$ cat src/hw/rtl/angle_kalman_filter_defines.svh
// Assertion macros shared by the angle Kalman filter RTL.
// No dependencies; included by files that carry concurrent assertions.
`ifndef ANGLE_KALMAN_FILTER_DEFINES_SVH
`define ANGLE_KALMAN_FILTER_DEFINES_SVH

// Same-cycle implication, disabled during reset.
`define AKF_ASSERT(label, clk, rst, ante, cons, msg) \
   label: assert property (@(posedge clk) disable iff (rst) (ante) |-> (cons)) \
      else $error(msg);

// Next-cycle implication, disabled during reset.
`define AKF_ASSERT_NEXT(label, clk, rst, ante, cons, msg) \
   label: assert property (@(posedge clk) disable iff (rst) (ante) |=> (cons)) \
      else $error(msg);

`endif

$ cat src/hw/rtl/akf_pkg.sv
// Shared types, widths and constants of the angle Kalman filter.
// No dependencies; imported by akf_mul, akf_div and the top level.
`timescale 1ns / 1ps

package akf_pkg;

   // field and state widths
   localparam int ACCEL_W     = 25;
   localparam int GYRO_W      = 28;
   localparam int ANGLE_OUT_W = 26;
   localparam int RATE_OUT_W  = 29;
   localparam int CFG_W       = 32;
   localparam int CSR_IDX_W   = 2;
   localparam int EST_W       = 32;
   localparam int COV_W       = 40;

   // serial datapath widths
   localparam int OPND_W    = 42;
   localparam int PROD_W    = 2 * OPND_W;
   localparam int RES_W     = 56;
   localparam int SUM_W     = 58;
   localparam int DEN_W     = 41;
   localparam int MUL_STEPS = OPND_W;
   localparam int GAIN_FRAC = 28;
   localparam int GAIN_INT  = 11;
   localparam int DIV_STEPS = GAIN_FRAC + GAIN_INT;
   localparam int SHIFT_LONG  = 32;
   localparam int SHIFT_SHORT = 28;

   localparam logic signed [COV_W-1:0] COV_ONE = 40'sd268435456;
   localparam logic signed [COV_W-1:0] COV_MAX = 40'sh7f_ffff_ffff;
   localparam logic signed [COV_W-1:0] COV_MIN = 40'sh80_0000_0000;

   localparam logic [CFG_W-1:0] ANGLE_NOISE_RST  = 32'd268435;
   localparam logic [CFG_W-1:0] BIAS_NOISE_RST   = 32'd805306;
   localparam logic [CFG_W-1:0] MEAS_NOISE_RST   = 32'd134217728;
   localparam logic [CFG_W-1:0] SAMPLE_PERIOD_RST = 32'd21474836;

   typedef struct packed {
      logic                     start;
      logic                     shift_long;
      logic signed [OPND_W-1:0] a;
      logic signed [OPND_W-1:0] b;
   } mul_req_type;

   typedef struct packed {
      logic             done;
      logic             neg;
      logic [RES_W-1:0] mag;
   } mul_rsp_type;

   typedef struct packed {
      logic                    start;
      logic signed [COV_W-1:0] num;
      logic [DEN_W-1:0]        den;
   } div_req_type;

   typedef struct packed {
      logic                    done;
      logic signed [COV_W-1:0] quo;
   } div_rsp_type;

   function automatic logic signed [COV_W-1:0] sat_cov(input logic signed [SUM_W-1:0] v);
      logic signed [COV_W-1:0] r;
      if (v > SUM_W'(COV_MAX)) begin
         r = COV_MAX;
      end else if (v < SUM_W'(COV_MIN)) begin
         r = COV_MIN;
      end else begin
         r = v[COV_W-1:0];
      end
      return r;
   endfunction

   function automatic logic signed [EST_W-1:0] sat_lim(input logic signed [SUM_W-1:0] v,
                                                       input logic signed [EST_W-1:0] lim);
      logic signed [EST_W-1:0] r;
      if (v > SUM_W'(lim)) begin
         r = lim;
      end else if (v < -SUM_W'(lim)) begin
         r = -lim;
      end else begin
         r = v[EST_W-1:0];
      end
      return r;
   endfunction

endpackage

$ cat src/hw/rtl/angle_kalman_filter.sv
// Two-state (angle, gyro bias) Kalman filter: one result per accepted sample.
// Each item runs ten 42-step shift-add multiplies through one shared serial multiplier
// and two 39-step gain divisions through one serial divider; the next item is taken
// once the current one has its result registered, and a result waiting on rsp_stall
// does not block the next input.
// Angles and rates are signed fixed point with FRAC_BITS fraction bits.
// Depends on akf_pkg, akf_mul, akf_div and angle_kalman_filter_defines.svh.
`timescale 1ns / 1ps
`include "angle_kalman_filter_defines.svh"

module angle_kalman_filter import akf_pkg::*; #(
   parameter int FRAC_BITS = 16
) (
   input  logic                          clock,
   input  logic                          reset,
   input  logic                          req_valid,
   output logic                          req_stall,
   input  logic signed [ACCEL_W-1:0]     req_accel_angle,
   input  logic signed [GYRO_W-1:0]      req_gyro_rate,
   output logic                          rsp_valid,
   input  logic                          rsp_stall,
   output logic signed [ANGLE_OUT_W-1:0] rsp_filtered_angle,
   output logic signed [RATE_OUT_W-1:0]  rsp_angle_rate,
   input  logic                          csr_valid,
   output logic                          csr_ready,
   input  logic [CSR_IDX_W-1:0]          csr_index,
   input  logic [CFG_W-1:0]              csr_data
);

   localparam longint INT32_TOP = 64'sd2147483647;
   localparam longint ANGLE_RAW = longint'(360) << FRAC_BITS;
   localparam longint BIAS_RAW  = longint'(2000) << FRAC_BITS;
   localparam logic signed [EST_W-1:0] ANGLE_LIM =
      EST_W'((ANGLE_RAW < INT32_TOP) ? ANGLE_RAW : INT32_TOP);
   localparam logic signed [EST_W-1:0] BIAS_LIM =
      EST_W'((BIAS_RAW < INT32_TOP) ? BIAS_RAW : INT32_TOP);
   localparam int RATE_SUM_W = EST_W + 2;
   localparam int E_W = DEN_W + 1;
   localparam logic signed [RATE_SUM_W-1:0] RATE_MAX = RATE_SUM_W'(268435455);

   typedef enum logic [3:0] {
      ST_IDLE  = 4'b0001,
      ST_ISSUE = 4'b0010,
      ST_WAIT  = 4'b0100,
      ST_OUT   = 4'b1000
   } state_type;

   typedef enum logic [3:0] {
      OP_ANG_PRED, OP_P00_PRED, OP_CROSS_PRED, OP_P11_PRED,
      OP_K0, OP_K1,
      OP_P10_CORR, OP_P11_CORR, OP_P00_CORR, OP_P01_CORR,
      OP_BIAS_CORR, OP_ANG_CORR
   } op_type;

   typedef enum logic [CSR_IDX_W-1:0] {
      CSR_ANGLE_NOISE, CSR_BIAS_NOISE, CSR_MEAS_NOISE, CSR_SAMPLE_PERIOD
   } csr_index_type;

   state_type state_ff, state_in;
   op_type    op_ff, op_in;

   logic [CFG_W-1:0] qa_ff, qg_ff, r_ff, dt_ff;
   logic signed [ACCEL_W-1:0] acc_ff;
   logic signed [GYRO_W-1:0]  gyr_ff;
   logic signed [EST_W-1:0]   ang_ff, bias_ff;
   logic signed [COV_W-1:0]   p00_ff, p01_ff, p10_ff, p11_ff, k0_ff, k1_ff;
   logic                      rsp_valid_ff;
   logic signed [ANGLE_OUT_W-1:0] rsp_angle_ff;
   logic signed [RATE_OUT_W-1:0]  rsp_rate_ff;

   mul_req_type mul_req;
   mul_rsp_type mul_rsp;
   div_req_type div_req;
   div_rsp_type div_rsp;

   logic is_div_op, unit_done, e_pos, out_free;
   logic signed [E_W-1:0]    e_x;
   logic signed [OPND_W-1:0] opa, opb, dt_x, qa_x, qg_x, err_x;
   logic signed [SUM_W-1:0]  base, madd, sum, sum10;
   logic signed [RATE_SUM_W-1:0] rate_x;
   logic signed [RATE_OUT_W-1:0] rate_sat;

   akf_mul u_mul (
      .clock (clock),
      .reset (reset),
      .req   (mul_req),
      .rsp   (mul_rsp)
   );

   akf_div u_div (
      .clock (clock),
      .reset (reset),
      .req   (div_req),
      .rsp   (div_rsp)
   );

   // operand and write-back selection
   always_comb begin
      is_div_op = (op_ff == OP_K0) || (op_ff == OP_K1);
      unit_done = is_div_op ? div_rsp.done : mul_rsp.done;
      e_x       = E_W'(p00_ff) + $signed(E_W'(r_ff));
      e_pos     = (e_x > 0);
      dt_x      = $signed(OPND_W'(dt_ff));
      qa_x      = $signed(OPND_W'(qa_ff));
      qg_x      = $signed(OPND_W'(qg_ff));
      err_x     = OPND_W'(acc_ff) - OPND_W'(ang_ff);
      opa       = '0;
      opb       = '0;
      base      = '0;
      case (op_ff)
         OP_ANG_PRED: begin
            opa  = OPND_W'(gyr_ff) - OPND_W'(bias_ff);
            opb  = dt_x;
            base = SUM_W'(ang_ff);
         end
         OP_P00_PRED: begin
            opa  = qa_x - OPND_W'(p01_ff) - OPND_W'(p10_ff);
            opb  = dt_x;
            base = SUM_W'(p00_ff);
         end
         OP_CROSS_PRED: begin
            opa  = -OPND_W'(p11_ff);
            opb  = dt_x;
            base = SUM_W'(p01_ff);
         end
         OP_P11_PRED: begin
            opa  = qg_x;
            opb  = dt_x;
            base = SUM_W'(p11_ff);
         end
         OP_P10_CORR: begin
            opa  = -OPND_W'(k1_ff);
            opb  = OPND_W'(p00_ff);
            base = SUM_W'(p10_ff);
         end
         OP_P11_CORR: begin
            opa  = -OPND_W'(k1_ff);
            opb  = OPND_W'(p01_ff);
            base = SUM_W'(p11_ff);
         end
         OP_P00_CORR: begin
            opa  = -OPND_W'(k0_ff);
            opb  = OPND_W'(p00_ff);
            base = SUM_W'(p00_ff);
         end
         OP_P01_CORR: begin
            opa  = -OPND_W'(k0_ff);
            opb  = OPND_W'(p01_ff);
            base = SUM_W'(p01_ff);
         end
         OP_BIAS_CORR: begin
            opa  = OPND_W'(k1_ff);
            opb  = err_x;
            base = SUM_W'(bias_ff);
         end
         OP_ANG_CORR: begin
            opa  = OPND_W'(k0_ff);
            opb  = err_x;
            base = SUM_W'(ang_ff);
         end
         default: begin
         end
      endcase
      madd  = $signed({{(SUM_W - RES_W){1'b0}}, mul_rsp.mag});
      if (mul_rsp.neg) begin
         madd = -madd;
      end
      sum   = base + madd;
      sum10 = SUM_W'(p10_ff) + madd;

      rate_x = RATE_SUM_W'(gyr_ff) - RATE_SUM_W'(bias_ff);
      if (rate_x > RATE_MAX) begin
         rate_sat = RATE_OUT_W'(RATE_MAX);
      end else if (rate_x < -RATE_MAX - 1) begin
         rate_sat = RATE_OUT_W'(-RATE_MAX - 1);
      end else begin
         rate_sat = rate_x[RATE_OUT_W-1:0];
      end
      out_free = !rsp_valid_ff || !rsp_stall;
   end

   always_comb begin
      mul_req.start      = (state_ff == ST_ISSUE) && !is_div_op;
      mul_req.shift_long = (op_ff == OP_ANG_PRED) || (op_ff == OP_P00_PRED) ||
                           (op_ff == OP_CROSS_PRED) || (op_ff == OP_P11_PRED);
      mul_req.a          = opa;
      mul_req.b          = opb;
      div_req.start      = (state_ff == ST_ISSUE) && is_div_op && e_pos;
      div_req.num        = (op_ff == OP_K0) ? p00_ff : p10_ff;
      div_req.den        = e_x[DEN_W-1:0];
   end

   // sequencer
   always_comb begin
      state_in = state_ff;
      op_in    = op_ff;
      case (state_ff)
         ST_IDLE: begin
            if (req_valid) begin
               state_in = ST_ISSUE;
               op_in    = OP_ANG_PRED;
            end
         end
         ST_ISSUE: begin
            // innovation covariance not positive: gains drop to zero, skip the divide
            if (is_div_op && !e_pos) begin
               op_in = op_type'(op_ff + 1'b1);
            end else begin
               state_in = ST_WAIT;
            end
         end
         ST_WAIT: begin
            if (unit_done) begin
               if (op_ff == OP_ANG_CORR) begin
                  state_in = ST_OUT;
               end else begin
                  state_in = ST_ISSUE;
                  op_in    = op_type'(op_ff + 1'b1);
               end
            end
         end
         ST_OUT: begin
            if (out_free) begin
               state_in = ST_IDLE;
            end
         end
         default: begin
            state_in = ST_IDLE;
         end
      endcase
   end

   always_ff @(posedge clock) begin
      if (reset) begin
         state_ff     <= ST_IDLE;
         op_ff        <= OP_ANG_PRED;
         rsp_valid_ff <= 1'b0;
         qa_ff        <= ANGLE_NOISE_RST;
         qg_ff        <= BIAS_NOISE_RST;
         r_ff         <= MEAS_NOISE_RST;
         dt_ff        <= SAMPLE_PERIOD_RST;
         ang_ff       <= '0;
         bias_ff      <= '0;
         p00_ff       <= COV_ONE;
         p01_ff       <= '0;
         p10_ff       <= '0;
         p11_ff       <= COV_ONE;
      end else begin
         state_ff <= state_in;
         op_ff    <= op_in;
         if ((state_ff == ST_OUT) && out_free) begin
            rsp_valid_ff <= 1'b1;
         end else if (!rsp_stall) begin
            rsp_valid_ff <= 1'b0;
         end
         if (csr_valid && csr_ready) begin
            case (csr_index_type'(csr_index))
               CSR_ANGLE_NOISE:   qa_ff <= csr_data;
               CSR_BIAS_NOISE:    qg_ff <= csr_data;
               CSR_MEAS_NOISE:    r_ff  <= csr_data;
               CSR_SAMPLE_PERIOD: dt_ff <= csr_data;
               default: begin
               end
            endcase
         end
         if ((state_ff == ST_WAIT) && unit_done) begin
            case (op_ff)
               OP_ANG_PRED, OP_ANG_CORR: ang_ff <= sat_lim(sum, ANGLE_LIM);
               OP_BIAS_CORR:             bias_ff <= sat_lim(sum, BIAS_LIM);
               OP_P00_PRED, OP_P00_CORR: p00_ff <= sat_cov(sum);
               OP_P01_CORR:              p01_ff <= sat_cov(sum);
               OP_P10_CORR:              p10_ff <= sat_cov(sum);
               OP_P11_PRED, OP_P11_CORR: p11_ff <= sat_cov(sum);
               OP_CROSS_PRED: begin
                  p01_ff <= sat_cov(sum);
                  p10_ff <= sat_cov(sum10);
               end
               default: begin
               end
            endcase
         end
      end
   end

   always_ff @(posedge clock) begin
      if ((state_ff == ST_IDLE) && req_valid) begin
         acc_ff <= req_accel_angle;
         gyr_ff <= req_gyro_rate;
      end
      if ((state_ff == ST_ISSUE) && is_div_op && !e_pos) begin
         k0_ff <= '0;
         k1_ff <= '0;
      end
      if ((state_ff == ST_WAIT) && div_rsp.done) begin
         if (op_ff == OP_K0) begin
            k0_ff <= div_rsp.quo;
         end else begin
            k1_ff <= div_rsp.quo;
         end
      end
      if ((state_ff == ST_OUT) && out_free) begin
         rsp_angle_ff <= ang_ff[ANGLE_OUT_W-1:0];
         rsp_rate_ff  <= rate_sat;
      end
   end

   assign req_stall          = (state_ff != ST_IDLE);
   assign csr_ready          = 1'b1;
   assign rsp_valid          = rsp_valid_ff;
   assign rsp_filtered_angle = rsp_angle_ff;
   assign rsp_angle_rate     = rsp_rate_ff;

   `AKF_ASSERT(ang_in_range_a, clock, reset, 1'b1, (ang_ff <= ANGLE_LIM) && (ang_ff >= -ANGLE_LIM), "angle estimate beyond limit")
   `AKF_ASSERT(bias_in_range_a, clock, reset, 1'b1, (bias_ff <= BIAS_LIM) && (bias_ff >= -BIAS_LIM), "bias estimate beyond limit")
   `AKF_ASSERT(mul_done_waits_a, clock, reset, mul_rsp.done, (state_ff == ST_WAIT) && !is_div_op, "multiplier result lost")
   `AKF_ASSERT(div_done_waits_a, clock, reset, div_rsp.done, (state_ff == ST_WAIT) && is_div_op, "divider result lost")
   `AKF_ASSERT_NEXT(out_loads_a, clock, reset, (state_ff == ST_OUT) && out_free, rsp_valid_ff && (state_ff == ST_IDLE), "result not posted")

endmodule

$ cat src/hw/rtl/akf_mul.sv
// Bit-serial signed multiplier with rounded right shift by 28 or 32.
// Depends on akf_pkg; result is sign plus magnitude.
`timescale 1ns / 1ps

module akf_mul import akf_pkg::*; (
   input  logic        clock,
   input  logic        reset,
   input  mul_req_type req,
   output mul_rsp_type rsp
);

   localparam int CNT_W = $clog2(MUL_STEPS);

   logic             prep_ff, busy_ff, fin_ff, done_ff;
   logic [CNT_W-1:0] cnt_ff;
   logic [OPND_W-1:0] ma_ff, mb_ff;
   logic [PROD_W-1:0] acc_ff;
   logic             neg_ff, long_ff;
   logic [RES_W-1:0] mag_ff;

   logic [OPND_W-1:0] ma_abs, mb_abs, addend;
   logic [OPND_W:0]   step_sum;
   logic [PROD_W-1:0] acc_in;
   logic [RES_W-1:0]  mag_in;
   logic              last_step;

   always_comb begin
      ma_abs    = ma_ff[OPND_W-1] ? (~ma_ff + 1'b1) : ma_ff;
      mb_abs    = mb_ff[OPND_W-1] ? (~mb_ff + 1'b1) : mb_ff;
      addend    = mb_ff[0] ? ma_ff : '0;
      step_sum  = {1'b0, acc_ff[PROD_W-1:OPND_W]} + {1'b0, addend};
      acc_in    = {step_sum, acc_ff[OPND_W-1:1]};
      last_step = (cnt_ff == CNT_W'(MUL_STEPS - 1));
      if (long_ff) begin
         mag_in = RES_W'(acc_ff[PROD_W-1:SHIFT_LONG]) + RES_W'(acc_ff[SHIFT_LONG-1]);
      end else begin
         mag_in = RES_W'(acc_ff[PROD_W-1:SHIFT_SHORT]) + RES_W'(acc_ff[SHIFT_SHORT-1]);
      end
   end

   always_ff @(posedge clock) begin
      if (reset) begin
         prep_ff <= 1'b0;
         busy_ff <= 1'b0;
         fin_ff  <= 1'b0;
         done_ff <= 1'b0;
         cnt_ff  <= '0;
      end else begin
         prep_ff <= req.start;
         fin_ff  <= busy_ff && last_step;
         done_ff <= fin_ff;
         if (prep_ff) begin
            busy_ff <= 1'b1;
            cnt_ff  <= '0;
         end else if (busy_ff) begin
            busy_ff <= !last_step;
            cnt_ff  <= cnt_ff + 1'b1;
         end
      end
   end

   // operands arrive raw, turn into magnitudes in the following cycle
   always_ff @(posedge clock) begin
      if (req.start) begin
         ma_ff   <= req.a;
         mb_ff   <= req.b;
         neg_ff  <= req.a[OPND_W-1] ^ req.b[OPND_W-1];
         long_ff <= req.shift_long;
         acc_ff  <= '0;
      end else if (prep_ff) begin
         ma_ff <= ma_abs;
         mb_ff <= mb_abs;
      end else if (busy_ff) begin
         acc_ff <= acc_in;
         mb_ff  <= mb_ff >> 1;
      end
      if (fin_ff) begin
         mag_ff <= mag_in;
      end
   end

   assign rsp.done = done_ff;
   assign rsp.neg  = neg_ff;
   assign rsp.mag  = mag_ff;

endmodule

$ cat src/hw/rtl/akf_div.sv
// Restoring divider for the Kalman gain: |num| * 2^28 / den, saturated, with the sign of num.
// Depends on akf_pkg; one quotient bit per cycle.
`timescale 1ns / 1ps

module akf_div import akf_pkg::*; (
   input  logic        clock,
   input  logic        reset,
   input  div_req_type req,
   output div_rsp_type rsp
);

   localparam int CNT_W = $clog2(DIV_STEPS);

   logic             busy_ff, fin_ff, done_ff;
   logic [CNT_W-1:0] cnt_ff;
   logic             sat_ff, neg_ff;
   logic [DEN_W-1:0] den_ff, rem_ff;
   logic [DIV_STEPS-1:0] nlo_ff, q_ff;
   logic signed [COV_W-1:0] quo_ff;

   logic [COV_W-1:0] num_abs;
   logic             sat_in, last_step, ge;
   logic [DEN_W:0]   trial, diff;
   logic [COV_W-1:0] q_ext;

   always_comb begin
      num_abs   = req.num[COV_W-1] ? (~req.num + 1'b1) : req.num;
      sat_in    = (DEN_W'(0) + (DEN_W + GAIN_INT)'(num_abs)) >= {req.den, GAIN_INT'(0)};
      last_step = (cnt_ff == CNT_W'(DIV_STEPS - 1));
      trial     = {rem_ff, nlo_ff[DIV_STEPS-1]};
      diff      = trial - {1'b0, den_ff};
      ge        = (trial >= {1'b0, den_ff});
      q_ext     = {1'b0, q_ff};
   end

   always_ff @(posedge clock) begin
      if (reset) begin
         busy_ff <= 1'b0;
         fin_ff  <= 1'b0;
         done_ff <= 1'b0;
         cnt_ff  <= '0;
      end else begin
         fin_ff  <= (req.start && sat_in) || (busy_ff && last_step);
         done_ff <= fin_ff;
         if (req.start) begin
            busy_ff <= !sat_in;
            cnt_ff  <= '0;
         end else if (busy_ff) begin
            busy_ff <= !last_step;
            cnt_ff  <= cnt_ff + 1'b1;
         end
      end
   end

   always_ff @(posedge clock) begin
      if (req.start) begin
         sat_ff <= sat_in;
         neg_ff <= req.num[COV_W-1];
         den_ff <= req.den;
         rem_ff <= DEN_W'(num_abs >> GAIN_INT);
         nlo_ff <= {num_abs[GAIN_INT-1:0], GAIN_FRAC'(0)};
         q_ff   <= '0;
      end else if (busy_ff) begin
         rem_ff <= ge ? diff[DEN_W-1:0] : trial[DEN_W-1:0];
         nlo_ff <= nlo_ff << 1;
         q_ff   <= {q_ff[DIV_STEPS-2:0], ge};
      end
      if (fin_ff) begin
         if (sat_ff) begin
            quo_ff <= neg_ff ? COV_MIN : COV_MAX;
         end else begin
            quo_ff <= neg_ff ? -q_ext : q_ext;
         end
      end
   end

   assign rsp.done = done_ff;
   assign rsp.quo  = quo_ff;

endmodule
$ cat config.mk
export PLATFORM = sky130hd
export DESIGN_NAME = angle_kalman_filter
export DESIGN_NICKNAME = d
export VERILOG_FILES = /design/src/hw/rtl/akf_pkg.sv /design/src/hw/rtl/angle_kalman_filter.sv /design/src/hw/rtl/akf_mul.sv /design/src/hw/rtl/akf_div.sv
export VERILOG_INCLUDE_DIRS = /design/src /design/src/hw/rtl
export SDC_FILE = /design/constraint.sdc
export NUM_CORES = 2
export LEC_CHECK = 0
export ABC_AREA = 1
export BUFFER_PORTS_ARGS = -buffer_cell sky130_fd_sc_hd__buf_2
export CORE_ASPECT_RATIO = 1.4
export CORE_UTILIZATION = 35
export CTS_CLUSTER_DIAMETER = 100
export DETAILED_ROUTE_END_ITERATION = 8
export GPL_TIMING_DRIVEN = 0
export PLACE_DENSITY = 0.52
export SLEW_MARGIN = 20
export SYNTH_ARGS = -nofsm -noshare
export SYNTH_HDL_FRONTEND = slang
export SYNTH_HIERARCHICAL = 1
export SYNTH_SLANG_ARGS = --single-unit
$ cat constraint.sdc
create_clock -name clock -period 11.1 [get_ports clock]
set_input_delay 0.555 -clock clock [delete_from_list [all_inputs] [get_ports clock]]
set_output_delay 0.555 -clock clock [all_outputs]
set_load 0.1 [all_outputs]
==> out/metrics.yaml <==
synth_area_leaders: "nand2_1, dfxtp_1, edfxtp_1, inv_1, ha_1"
clk_pin_slew_ns: 0.07
antenna_found_initial: 45
synthFlopType: "dfxtp_1"
worst_r2r_path_depth: 30
die-area_um2: 226900
yosys.area_share.simple_pct: 32.98
reg2reg_to: "p01_ff[23]"
vias: 87140
drc: 0
cts.path.max_buffers: 3
cts_setup_buffers: 0
internal_power_uw: 7362
seqPwrFrac_pct: 33.9
fin_skew_ns: 0.1329
gp_congestion: 1.071
vias_per_cell: 5.509
hp-start: "csr_data[28]"
grt_pass1_wl_um: 619500
critical_path_arrival_ns: 9.85
firstDrtPassIters: 6
cpPeakStageDelay_ns: 0.84
met1_usage_pct: 44.56
async_reset_ff_share_pct: 0
nNetsFinal: 13330
met3_usage_pct: 5.411
outcome: "finished, final reports clean"
drt_wl_total_um: 452400
grt_pass1_vias: 82590
fillers: 24580
max_cap_violations: 0
cpMaxStageDelayCell: "clkbuf_1"
cts-buffers-inserted: 107
tightest_slew_ns: 1.387
slew-limit-headroom_pct: 7.502
synth.largest_area_cell: "nand2_1"
combPwrFrac_pct: 36.5
rsz0062_at_grt: "no"
ys_seq_area_share_pct: 28.67
clk_latency_ns: 0.82
antenna_left: 0
max_freq_mhz: 109.1
p_leak_uw: 0.04125
wl_per_cell_um: 28.61
met2_usage_pct: 64.21
clockPowerShare_pct: 29.6
fin_tns_setup_ns: 0
synth_cell_types: 74
reg2reg_from: "op_ff[0]"
htreeDepth: 3
crit_type: "reg2reg"
hold_path_end: "dt_ff[28]"
synth-edff-count: 373
synth_seq_cells: 941
drive_gt1_share_pct: 5.458
yosys-top-cells-count: "nand2_1, inv_1, nor2_1"
timing.critical_path.mode_cell: "nand2_1"
p_sw_uw: 5737
ys_warn_count: 6
postSynthAreaPerCell_um2: 6.312
cts_resized: 0
dp_hpwl_um: 389300
synth-compound-area-share_pct: 15.53
critPathLaunch: "op_ff[0]"
synth_nets: 13000
rows: 205
synth_top_family_by_area: "simple AND/OR/NAND/NOR gates"
synthXorXnorAreaFrac_pct: 3.847
required_ns: 11.78
hold_path_depth: 3
ir_worst_vdd_mv: 0.1555
fin_hold_ws_ns: 0.04718
die_h_um: 563.2
hold_viol_final: 0
io_pins: 150
grtUsageTotal_pct: 38.62
synth_fa_ha_area_share_pct: 7.237
clock-root-buffer: "clkbuf_16"
cts_tree: "yes"
switching_share_pct: 43.80
start_kind: "flip-flop"
rrSetupSlack_ns: 1.93
yosysMostFrequentCell: "nand2_1"
post-route-period-util_pct: 82.61
cts_sinks: 941
first_iter_violations: 8684
min_period_ns: 9.169
syn_to_final_growth_pct: 11.92
power_density_nw_per_um2: 148.6
dieWidth_um: 402.9
grt_overflow_total: 0
yosysTopAreaCellShare_pct: 16.00
core_um2: 223200
portBuffers: 148
min_path_type: "in2reg"
synth_cells: 12480
drv_slew: 0
final-setup-viol-count: 0
synthMuxAreaShare_pct: 0
crit_path_end_kind: "flip-flop"
top_usage_layer: "met2"
grt_max_degree: 58
initial_core_util_pct: 35.28
crit_fanout: 10
synth_area_um2: 78740
-- power by group through the flow --
stage	clock (µW)	combinational, µW	sequential [µW]
6_report	3870	4790	4440
5_1_grt	4040	5070	4450
4_1_cts	3920	4680	4410
3_5_place_dp	0	4640	4490
3_3_place_gp	0	4570	4510
2_1_floorplan	0	2680	4350
-- logic make-up (layout without fill, tap and decap cells) --
kind of cell / count (synthesis) / count (layout)
AO/OA/AOI/OAI: 2187 / 2187
XOR/XNOR: 345 / 345
adder cells (fa/ha/maj): 432 / 432
buffers and inverters: 2419 / 2843
flip-flops: 941 / 941
other: 1 / 20
AND/OR/NAND/NOR: 6150 / 6150
-- worst max path at each step --
stage,endpoint,cells after the start
after global placement,u_div/nlo_ff[30],21
after global routing,p01_ff[23],30
after floorplan,u_div/nlo_ff[28],22
final,p01_ff[23],30
after detailed placement,p01_ff[23],30
after CTS,p01_ff[23],30
-- routing by layer --
metal  wire [µm]  vias up
met1      174200    41230
met2      207800     3622
li1            -    41290
met4       42440       12
met5          71        -
met3       27880      985
-- critical path: cells and delay by family (launching register included) --
kind | cells | cell delay, ns
AO/OA/AOI/OAI | 4 | 1.61
flip-flops | 1 | 0.40
adder cells (fa/ha/maj) | 2 | 0.89
AND/OR/NAND/NOR | 17 | 3.16
buffers and inverters | 7 | 2.99
-- registers in the layout (all words and copies together), names as in the netlist, 32 cells and up --
| register | cells |
|---|---|
| p11_ff | 40 |
| u_mul/acc_ff | 57 |
| bias_ff | 32 |
| p01_ff | 40 |
| dt_ff | 32 |
| u_mul/ma_ff | 42 |
| qa_ff | 32 |
| p10_ff | 40 |
| qg_ff | 32 |
| u_mul/mag_ff | 56 |
| u_div/q_ff | 39 |
| u_div/rem_ff | 41 |
| p00_ff | 40 |
| ang_ff | 32 |
| r_ff | 32 |
| u_div/quo_ff | 40 |
| u_mul/mb_ff | 42 |
| u_div/den_ff | 41 |
| k1_ff | 40 |
| k0_ff | 40 |
-- per-stage QoR --
stage	cell area, µm²	total power [µW]	util [%]	cells	setup slack [ns]
after global routing	88090	13570	39.47	15800	2.109
after global placement	83100	9077	37.24	15520	0.2720
after detailed placement	83760	9123	37.54	15540	2.207
after CTS	88060	13010	39.46	15800	2.212
final	88120	13100	39.49	15820	1.931
after floorplan	78740	7030	-	12480	4.832
-- cell type report --
type	instances	area (µm²)	share of cell area, %
Antenna cell	19	47.55	0.05396
Buffer	343	1461	1.658
Clock buffer	130	2825	3.206
Clock inverter	74	934.6	1.061
Inverter	2076	7792	8.843
Multi-Input combinational cell	9115	47230	53.59
Sequential cell	941	22580	25.62
Tap cell	2898	3626	4.115
Timing Repair Buffer	220	1627	1.846
-- repair_timing --
action	4_1_cts	5_1_grt
setup endpoints to repair	0	0
endpoints found under the hold margin	54	0
hold buffers	54	0
-- layout by cell type (no fill, tap or decap), types with 54 or more instances in the layout --
cell type      instances
nor2_1              1287
nor3_1               175
nor4_1                60
clkbuf_1             267
xnor2_1               72
o21ai_0              757
a21oi_1              812
nand4_1              193
edfxtp_1             373
clkbuf_16            108
dfxtp_1              565
o21ai_1              107
dlygate4sd3_1         54
nand3_1              821
inv_1               2010
buf_2                187
a31oi_1               62
xor2_1               259
nand2_1             3357
o22ai_1              109
inv_2                 55
ha_1                 393
No activity file was read; power rests on OpenSTA's default activity.
